===== config.mk =====
export PLATFORM = sky130hd
export DESIGN_NAME = utf8_byte_decoder
export DESIGN_NICKNAME = d
export VERILOG_FILES = /design/src/rtl/utfd_pkg.sv /design/src/rtl/utf8_byte_decoder.sv /design/src/rtl/utfd_fifo.sv /design/src/rtl/utfd_front.sv /design/src/rtl/utfd_back.sv
export SDC_FILE = /design/constraint.sdc
export NUM_CORES = 1
export LEC_CHECK = 0
export ABC_AREA = 1
export BUFFER_PORTS_ARGS = -buffer_cell sky130_fd_sc_hd__buf_2
export CORE_ASPECT_RATIO = 0.75
export CORE_MARGIN = 2
export CORE_UTILIZATION = 45
export DETAILED_ROUTE_END_ITERATION = 8
export GPL_TIMING_DRIVEN = 0
export PLACE_DENSITY = 0.63
export SYNTH_ARGS = -nofsm -noshare
export SYNTH_HDL_FRONTEND = slang
export SYNTH_SLANG_ARGS = --single-unit
export TNS_END_PERCENT = 5

===== constraint.sdc =====
create_clock -name clk_i -period 3.5 [get_ports clk_i]
set_input_delay 0.525 -clock clk_i [delete_from_list [all_inputs] [get_ports clk_i]]
set_output_delay 0.525 -clock clk_i [all_outputs]
set_load 0.1 [all_outputs]

===== src/rtl/utfd_pkg.sv =====
// ----------------------------------------------------------------------------
// utfd_pkg
// Shared types and constants for the UTF-8 byte decoder.
// ----------------------------------------------------------------------------
package utfd_pkg;

  localparam int unsigned CpW = 21;

  localparam logic [CpW-1:0] BomValue = 21'h00FEFF;

  // result kinds
  localparam logic KindChar = 1'b0;
  localparam logic KindEnd  = 1'b1;

  // classified byte, as passed from front to back
  typedef enum logic [2:0] {
    OP_CONT,
    OP_ASCII,
    OP_LEAD,
    OP_BAD,
    OP_END
  } op_kind_e;

  typedef struct packed {
    op_kind_e    kind;
    logic [1:0]  len;   // continuations a lead byte expects
    logic [6:0]  data;  // payload bits of the byte, already masked
  } op_t;

  typedef struct packed {
    logic           kind;
    logic [CpW-1:0] code_point;
    logic [1:0]     miss;
    logic           bad_start;
    logic           last;
  } res_t;

endpackage


===== src/rtl/utf8_byte_decoder.sv =====
// ----------------------------------------------------------------------------
// utf8_byte_decoder
// Byte-wise UTF-8 decoder with queue-style ports on both sides.
// ----------------------------------------------------------------------------
//  channel  | handshake                          | payload
//  ---------+------------------------------------+-----------------------------
//  bytes in | push, full (accept: push & !full)  | in_byte_i, end_of_input_i
//  results  | empty, pop (accept: pop & !empty)  | kind_o, code_point_o,
//           |                                    | missing_continuations_o,
//           |                                    | bad_start_seen_o, last_o
//
// One byte per cycle sustained while full is low. A byte is classified on
// entry and queued; the decode stage takes one queued byte a cycle when the
// result queue has two free slots, and writes both results of a byte in the
// same cycle. Each result passes the registered byte queue, then the result queue.
// Reset clears both queues and the decode state.
// ----------------------------------------------------------------------------
module utf8_byte_decoder import utfd_pkg::*; #(
  parameter int unsigned OpDepth  = 4,
  parameter int unsigned ResDepth = 4
) (
  input  logic        clk_i,
  input  logic        rst_ni,
  input  logic        push,
  output logic        full,
  input  logic [7:0]  in_byte_i,
  input  logic        end_of_input_i,
  output logic        empty,
  input  logic        pop,
  output logic        kind_o,
  output logic [20:0] code_point_o,
  output logic [1:0]  missing_continuations_o,
  output logic        bad_start_seen_o,
  output logic        last_o
);

  localparam int unsigned OpCntW  = $clog2(OpDepth+1);
  localparam int unsigned ResCntW = $clog2(ResDepth+1);

  op_t                op_in, op_out;
  logic               op_push, op_empty, op_pop;
  logic [OpCntW-1:0]  op_space;
  logic               res_wr0, res_wr1;
  res_t               res0, res1, res_head;
  logic [ResCntW-1:0] res_space;

  utfd_front u_front (
    .in_byte_i      (in_byte_i),
    .end_of_input_i (end_of_input_i),
    .op_o           (op_in)
  );

  assign full    = (op_space == '0);
  assign op_push = push && !full;

  utfd_fifo #(
    .Width ($bits(op_t)),
    .Depth (OpDepth)
  ) u_op_fifo (
    .clk_i      (clk_i),
    .rst_ni     (rst_ni),
    .wr0_i      (op_push),
    .wr0_data_i (op_in),
    .wr1_i      (1'b0),
    .wr1_data_i (op_in),
    .rd_i       (op_pop),
    .rd_data_o  (op_out),
    .empty_o    (op_empty),
    .space_o    (op_space)
  );

  utfd_back #(
    .CntW (ResCntW)
  ) u_back (
    .clk_i       (clk_i),
    .rst_ni      (rst_ni),
    .op_valid_i  (!op_empty),
    .op_i        (op_out),
    .op_pop_o    (op_pop),
    .res_space_i (res_space),
    .res_wr0_o   (res_wr0),
    .res0_o      (res0),
    .res_wr1_o   (res_wr1),
    .res1_o      (res1)
  );

  utfd_fifo #(
    .Width ($bits(res_t)),
    .Depth (ResDepth)
  ) u_res_fifo (
    .clk_i      (clk_i),
    .rst_ni     (rst_ni),
    .wr0_i      (res_wr0),
    .wr0_data_i (res0),
    .wr1_i      (res_wr1),
    .wr1_data_i (res1),
    .rd_i       (pop && !empty),
    .rd_data_o  (res_head),
    .empty_o    (empty),
    .space_o    (res_space)
  );

  assign kind_o                  = res_head.kind;
  assign code_point_o            = res_head.code_point;
  assign missing_continuations_o = res_head.miss;
  assign bad_start_seen_o        = res_head.bad_start;
  assign last_o                  = res_head.last;

endmodule


===== src/rtl/utfd_fifo.sv =====
// ----------------------------------------------------------------------------
// utfd_fifo
// Small register queue; takes up to two entries and gives one per cycle.
// ----------------------------------------------------------------------------
module utfd_fifo #(
  parameter int unsigned Width = 8,
  parameter int unsigned Depth = 4
) (
  input  logic                       clk_i,
  input  logic                       rst_ni,
  input  logic                       wr0_i,
  input  logic [Width-1:0]           wr0_data_i,
  input  logic                       wr1_i,
  input  logic [Width-1:0]           wr1_data_i,
  input  logic                       rd_i,
  output logic [Width-1:0]           rd_data_o,
  output logic                       empty_o,
  output logic [$clog2(Depth+1)-1:0] space_o
);

  localparam int unsigned AddrW = (Depth > 1) ? $clog2(Depth) : 1;
  localparam int unsigned CntW  = $clog2(Depth+1);

  logic [Width-1:0] mem_q [Depth];
  logic [AddrW-1:0] wptr_q, wptr_d, rptr_q, rptr_d, wptr_nxt;
  logic [CntW-1:0]  count_q, count_d;

  assign wptr_nxt = (AddrW'(wptr_q + AddrW'(1)) == AddrW'(Depth)) ? '0 : wptr_q + AddrW'(1);

  always_comb begin
    wptr_d  = wptr_q;
    rptr_d  = rptr_q;
    count_d = count_q;
    if (wr0_i) begin
      wptr_d = wptr_nxt;
      if (wr1_i) begin
        wptr_d = (AddrW'(wptr_nxt + AddrW'(1)) == AddrW'(Depth)) ? '0 : wptr_nxt + AddrW'(1);
      end
    end
    if (rd_i) begin
      rptr_d = (AddrW'(rptr_q + AddrW'(1)) == AddrW'(Depth)) ? '0 : rptr_q + AddrW'(1);
    end
    count_d = count_q + CntW'(wr0_i) + CntW'(wr0_i & wr1_i) - CntW'(rd_i);
  end

  always_ff @(posedge clk_i or negedge rst_ni) begin
    if (!rst_ni) begin
      wptr_q  <= '0;
      rptr_q  <= '0;
      count_q <= '0;
    end else begin
      wptr_q  <= wptr_d;
      rptr_q  <= rptr_d;
      count_q <= count_d;
    end
  end

  always_ff @(posedge clk_i) begin
    if (wr0_i) begin
      mem_q[wptr_q] <= wr0_data_i;
    end
    if (wr0_i && wr1_i) begin
      mem_q[wptr_nxt] <= wr1_data_i;
    end
  end

  assign rd_data_o = mem_q[rptr_q];
  assign empty_o   = (count_q == '0);
  assign space_o   = CntW'(Depth) - count_q;

  a_wr1_needs_wr0 : assert property (@(posedge clk_i) disable iff (!rst_ni)
    wr1_i |-> wr0_i)
    else $error("second write without first");

  a_no_overflow : assert property (@(posedge clk_i) disable iff (!rst_ni)
    wr0_i |-> (space_o + CntW'(rd_i)) >= (CntW'(1) + CntW'(wr1_i)))
    else $error("queue overflow");

  a_no_underflow : assert property (@(posedge clk_i) disable iff (!rst_ni)
    rd_i |-> !empty_o)
    else $error("read from empty queue");

endmodule


===== src/rtl/utfd_front.sv =====
// ----------------------------------------------------------------------------
// utfd_front
// Sorts each incoming byte into continuation, ASCII, lead, invalid or end.
// ----------------------------------------------------------------------------
module utfd_front import utfd_pkg::*; (
  input  logic [7:0] in_byte_i,
  input  logic       end_of_input_i,
  output op_t        op_o
);

  always_comb begin
    op_o      = '0;
    op_o.kind = OP_END;
    priority if (end_of_input_i) begin
      op_o.kind = OP_END;
    end else if (in_byte_i[7:6] == 2'b10) begin
      op_o.kind = OP_CONT;
      op_o.data = {1'b0, in_byte_i[5:0]};
    end else if (!in_byte_i[7]) begin
      op_o.kind = OP_ASCII;
      op_o.data = in_byte_i[6:0];
    end else if (in_byte_i > 8'hF4) begin
      op_o.kind = OP_BAD;
    end else if (in_byte_i < 8'hE0) begin
      op_o.kind = OP_LEAD;
      op_o.len  = 2'd1;
      op_o.data = {2'b00, in_byte_i[4:0]};
    end else if (in_byte_i < 8'hF0) begin
      op_o.kind = OP_LEAD;
      op_o.len  = 2'd2;
      op_o.data = {3'b000, in_byte_i[3:0]};
    end else begin
      op_o.kind = OP_LEAD;
      op_o.len  = 2'd3;
      op_o.data = {4'b0000, in_byte_i[2:0]};
    end
  end

endmodule


===== src/rtl/utfd_back.sv =====
// ----------------------------------------------------------------------------
// utfd_back
// Sequence state: assembles code points and writes zero, one or two results.
// ----------------------------------------------------------------------------
module utfd_back import utfd_pkg::*; #(
  parameter int unsigned CntW = 3
) (
  input  logic            clk_i,
  input  logic            rst_ni,
  input  logic            op_valid_i,
  input  op_t             op_i,
  output logic            op_pop_o,
  input  logic [CntW-1:0] res_space_i,
  output logic            res_wr0_o,
  output res_t            res0_o,
  output logic            res_wr1_o,
  output res_t            res1_o
);

  logic [1:0]     pend_q, pend_d;
  logic [CpW-1:0] acc_q, acc_d;
  logic           bad_q, bad_d;
  logic           fin_q, fin_d;

  logic           fire;
  logic [CpW-1:0] flush_cp, merged;
  logic           c0v, c1v;
  res_t           c0, c1;

  // worst case is two results per byte
  assign fire     = op_valid_i && (res_space_i >= CntW'(2));
  assign op_pop_o = fire;

  // missing continuations shift in as zero bits
  always_comb begin
    unique case (pend_q)
      2'd1:    flush_cp = {acc_q[14:0], 6'b0};
      2'd2:    flush_cp = {acc_q[8:0], 12'b0};
      2'd3:    flush_cp = {acc_q[2:0], 18'b0};
      default: flush_cp = acc_q;
    endcase
  end

  assign merged = {acc_q[14:0], op_i.data[5:0]};

  always_comb begin
    pend_d = pend_q;
    acc_d  = acc_q;
    bad_d  = bad_q;
    fin_d  = fin_q;
    c0v    = 1'b0;
    c1v    = 1'b0;
    c0     = '0;
    c1     = '0;
    if (fire && !fin_q) begin
      if (op_i.kind == OP_CONT) begin
        if (pend_q != 2'd0) begin
          if (pend_q == 2'd1) begin
            pend_d = 2'd0;
            acc_d  = '0;
            if (merged != BomValue) begin
              c0v = 1'b1;
              c0  = '{kind: KindChar, code_point: merged, miss: 2'd0,
                      bad_start: bad_d, last: 1'b0};
              bad_d = 1'b0;
            end
          end else begin
            pend_d = pend_q - 2'd1;
            acc_d  = merged;
          end
        end else begin
          bad_d = 1'b1;
        end
      end else begin
        // broken sequence or end: flush what is pending first
        if (pend_q != 2'd0) begin
          pend_d = 2'd0;
          acc_d  = '0;
          if (flush_cp != BomValue) begin
            c0v = 1'b1;
            c0  = '{kind: KindChar, code_point: flush_cp, miss: pend_q,
                    bad_start: bad_d, last: 1'b0};
            bad_d = 1'b0;
          end
        end
        unique case (op_i.kind)
          OP_END: begin
            c1v   = 1'b1;
            c1    = '{kind: KindEnd, code_point: '0, miss: 2'd0,
                      bad_start: bad_d, last: 1'b0};
            bad_d = 1'b0;
            fin_d = 1'b1;
          end
          OP_ASCII: begin
            c1v   = 1'b1;
            c1    = '{kind: KindChar, code_point: CpW'(op_i.data), miss: 2'd0,
                      bad_start: bad_d, last: 1'b0};
            bad_d = 1'b0;
          end
          OP_LEAD: begin
            pend_d = op_i.len;
            acc_d  = CpW'(op_i.data);
          end
          default: begin
            bad_d = 1'b1;
          end
        endcase
      end
    end
  end

  // pack results so the first written is always slot 0
  always_comb begin
    res_wr0_o = c0v | c1v;
    res_wr1_o = c0v & c1v;
    res0_o    = c0v ? c0 : c1;
    res1_o    = c1;
    res0_o.last = !(c0v & c1v);
    res1_o.last = 1'b1;
  end

  always_ff @(posedge clk_i or negedge rst_ni) begin
    if (!rst_ni) begin
      pend_q <= '0;
      acc_q  <= '0;
      bad_q  <= 1'b0;
      fin_q  <= 1'b0;
    end else begin
      pend_q <= pend_d;
      acc_q  <= acc_d;
      bad_q  <= bad_d;
      fin_q  <= fin_d;
    end
  end

  a_silent_after_end : assert property (@(posedge clk_i) disable iff (!rst_ni)
    fin_q |-> !res_wr0_o)
    else $error("result after end of input");

  a_pair_has_room : assert property (@(posedge clk_i) disable iff (!rst_ni)
    res_wr1_o |-> (res_wr0_o && res_space_i >= CntW'(2)))
    else $error("second result without room");

  a_last_marks_final : assert property (@(posedge clk_i) disable iff (!rst_ni)
    res_wr1_o |-> (res1_o.last && !res0_o.last))
    else $error("last flag misplaced in result pair");

endmodule


==> metrics <==
status=complete, no violations; Iteration-0 DRC Markers=1,034; crit path max fanout=10; Slew @ Worst Pin=~1.2 ns; Syn Inst Count=1,217; Post-Route WL=a little under 30,000 um; layout cells sized above 1=12.7%; Detail Route Antenna Nets=0; Post-CTS Hold Fix Bufs=0; Synth cell types=39; First-pass DRT Iterations=5; sequential share of the synthesized area=50.1%; hold slack=0.214 ns; routed via count=between 8,000 and 9,000; CTS sink count=191; gr usage total=between 20% and 30%; Slew HR=17.1%; # DRC=0; Core Util, Final=52.3%; RePlAce Congestion=0.978; most common cell after layout, fill and taps aside=nand2_1; # IOs=41; WL/cell=18.3 um; Initial Util=45.9%; CP required=2.97 ns; Filler Cells Inserted=between 2,000 and 2,500; post-DP HPWL=21,000 um; first-pass GRT wire length=45,500 um; Worst Setup End Kind=output pin; PortBufs=40; Worst Skew=0.0144 ns; minimum clock period=between 3 and 4 ns; Mapped Nets=~1,300; Total Die Area=about 0.023 mm^2; synthesized flop and latch total=191; CTS Buffer Depth=2; Congestion Overflow GR=0; DP Cell Count=1,545; Final Max Tran Viols=0; Hold Fails Final Rpt=0; Max Freq=between 200 and 300 MHz; leakage dissipation=4.94 nW; worst min-delay path class=in -> async; reg-to-reg startpoint=u_res_fifo.count_q[1]; die height=131 um; most frequent cells in the layout=335 x nand2_1, 161 x nand3_1, 134 x nor2_1, 98 x o21ai_0, 93 x inv_1; Post-Layout Cell Count=1,597; Root Buffer=clkbuf_16; Via density=5.53; CORE AREA=0.0211 mm^2; die outline width=174 um; setup TNS=0 ns; clock transition at the registers of the reported paths=roughly 0.07 ns; vias in the first global route=7,930; Worst Setup Start Kind=flip-flop; CP Class=reg -> out; maximum VDD drop=0.000582 V; Final Cycle Share=97.8%; Post-layout nets=1,337; # setup viols final=0; H-tree Lvls=4; Yosys warning total=0; row count=46; Crit. Startpoint=u_res_fifo.rptr_q[0]; CTS tree=built; syn_area_per_cell=roughly 8 um^2; pin count of the biggest net entering global routing=40; PwrDens=955 mW/mm^2; r2r setup slk=0.10 ns; ANT cells=0; clk_lat worst skew=approximately 0.45 ns; initial antenna violation count=0; CTS buffer count=17; area delta synth->final=13.8%; Mapped Area=approximately 0.0097 mm^2; Max Cap Viol=0; crit path DAT=2.90 ns
[cells by family (layout without fill, tap and decap cells)]
logic type | after synthesis | after routing | synth area share (%)
AOI/OAI and AO/OA | 161 | 161 | 9.35
xor gates and xnor gates | 5 | 5 | 0.452
adders and majority gates | 28 | 28 | 3.84
buffers and inverters | 160 | 252 | 6.77
DFF | 191 | 191 | 50.1
and+or+nand+nor | 672 | 672 | 29.5
[through the flow]
stage | total power [mW] | instance area, um^2 | setup slack (ns)
after floorplan | 7.01 | 9700 | 0.0543
after global placement | 8.27 | 10300 | -0.400
after detailed placement | 8.33 | 10300 | -0.481
after CTS | 10.3 | 10900 | -0.0238
after global routing | 11.1 | 11000 | -0.0340
final | 10.5 | 11000 | 0.0768
[routing by layer]
metal	wire length [um]	vias to the layer above	GRT usage [%]
met5	0	-	0
met4	488	0	6.36
met3	2990	50	4.72
met2	11800	444	35.4
met1	13900	4156	41.2
li1	-	4185	-
[cells in the mapped netlist]
library cell | count | area [um^2]
inv_1 | 97 | 364
a2bb2oi_1 | 2 | 17.5
clkinv_1 | 2 | 7.51
o21ai_0 | 98 | 490
fa_1 | 3 | 60.1
dfxtp_1 | 68 | 1360
nand4_2 | 1 | 12.5
xor2_1 | 3 | 26.3
nor3_1 | 6 | 30.0
nand2_4 | 1 | 11.3
o22ai_1 | 38 | 238
buf_1 | 2 | 7.51
nor3b_1 | 1 | 7.51
nor3_2 | 1 | 10.0
o21ai_1 | 3 | 15.0
or2_1 | 3 | 18.8
ha_1 | 25 | 313
dfrtp_1 | 39 | 976
nand2_2 | 11 | 68.8
nand2_1 | 338 | 1270
nand3_1 | 161 | 806
edfxtp_1 | 84 | 2520
o31ai_1 | 5 | 37.5
o2111ai_1 | 1 | 8.76
nor2_2 | 1 | 6.26
nand3_2 | 1 | 10.0
xnor2_1 | 2 | 17.5
nor2_4 | 3 | 33.8
inv_2 | 6 | 22.5
nor2_1 | 135 | 507
a21oi_1 | 4 | 20.0
clkbuf_1 | 20 | 75.1
nand3_4 | 1 | 17.5
nand4_1 | 6 | 37.5
nand3b_1 | 2 | 15.0
a21oi_2 | 4 | 35.0
buf_4 | 6 | 45.0
buf_2 | 27 | 135
o211ai_1 | 6 | 45.0
[worst paths after layout]
kind,depth (start not counted),end
setup / recovery,6,code_point_o[15]
hold / removal,1,u_res_fifo.wptr_q[0]
setup reg to reg,17,u_res_fifo.count_q[2]
hold reg to reg,2,u_res_fifo.mem_q[2][22]
max in group asynchronous,1,u_back.fin_q
min in group clk_i,1,u_op_fifo.mem_q[0][11]
[sequential cells by signal, summed over array words and instances (netlist names)]
name,cells
u_back.acc_q,21
u_back.bad_q,1
u_back.fin_q,1
u_back.pend_q,2
u_op_fifo.count_q,3
u_op_fifo.mem_q,48
u_op_fifo.rptr_q,2
u_op_fifo.wptr_q,2
u_res_fifo.count_q,3
u_res_fifo.mem_q,104
u_res_fifo.rptr_q,2
u_res_fifo.wptr_q,2
[report_power, final]
group,switching (mW),internal [mW],total (mW),leakage [nW]
Clock,0.914,0.964,1.88,0.269
Sequential,0.273,2.77,3.05,1.84
Combinational,4.32,1.29,5.61,2.83
Total,5.51,5.03,10.5,4.94
[critical path, cell delays in order, from the launching register on]
cell and delay [ns]:
dfrtp_1 0.35, clkbuf_1 0.50, clkinv_1 0.43, clkbuf_1 0.39, o21ai_0 0.33, o22ai_1 0.13
buf_2 0.31
[layout make-up]
class	count	area (um^2)	share of cell area (%)
Buffer	55	263	2.38
Sequential cell	191	4860	44.0
Inverter	105	402	3.64
Clock buffer	19	454	4.11
Multi-Input combinational cell	866	4250	38.5
Tap cell	288	360	3.26
Clock inverter	13	96.3	0.873
Timing Repair Buffer	60	350	3.17
[repair_timing]
item | CTS | global route
resized for setup | 11 | 10
endpoints found under the setup margin | 38 | 30
pin swaps | 2 | 10
buffers inserted | 4 | 16
Power figures use the tool's default switching activity.
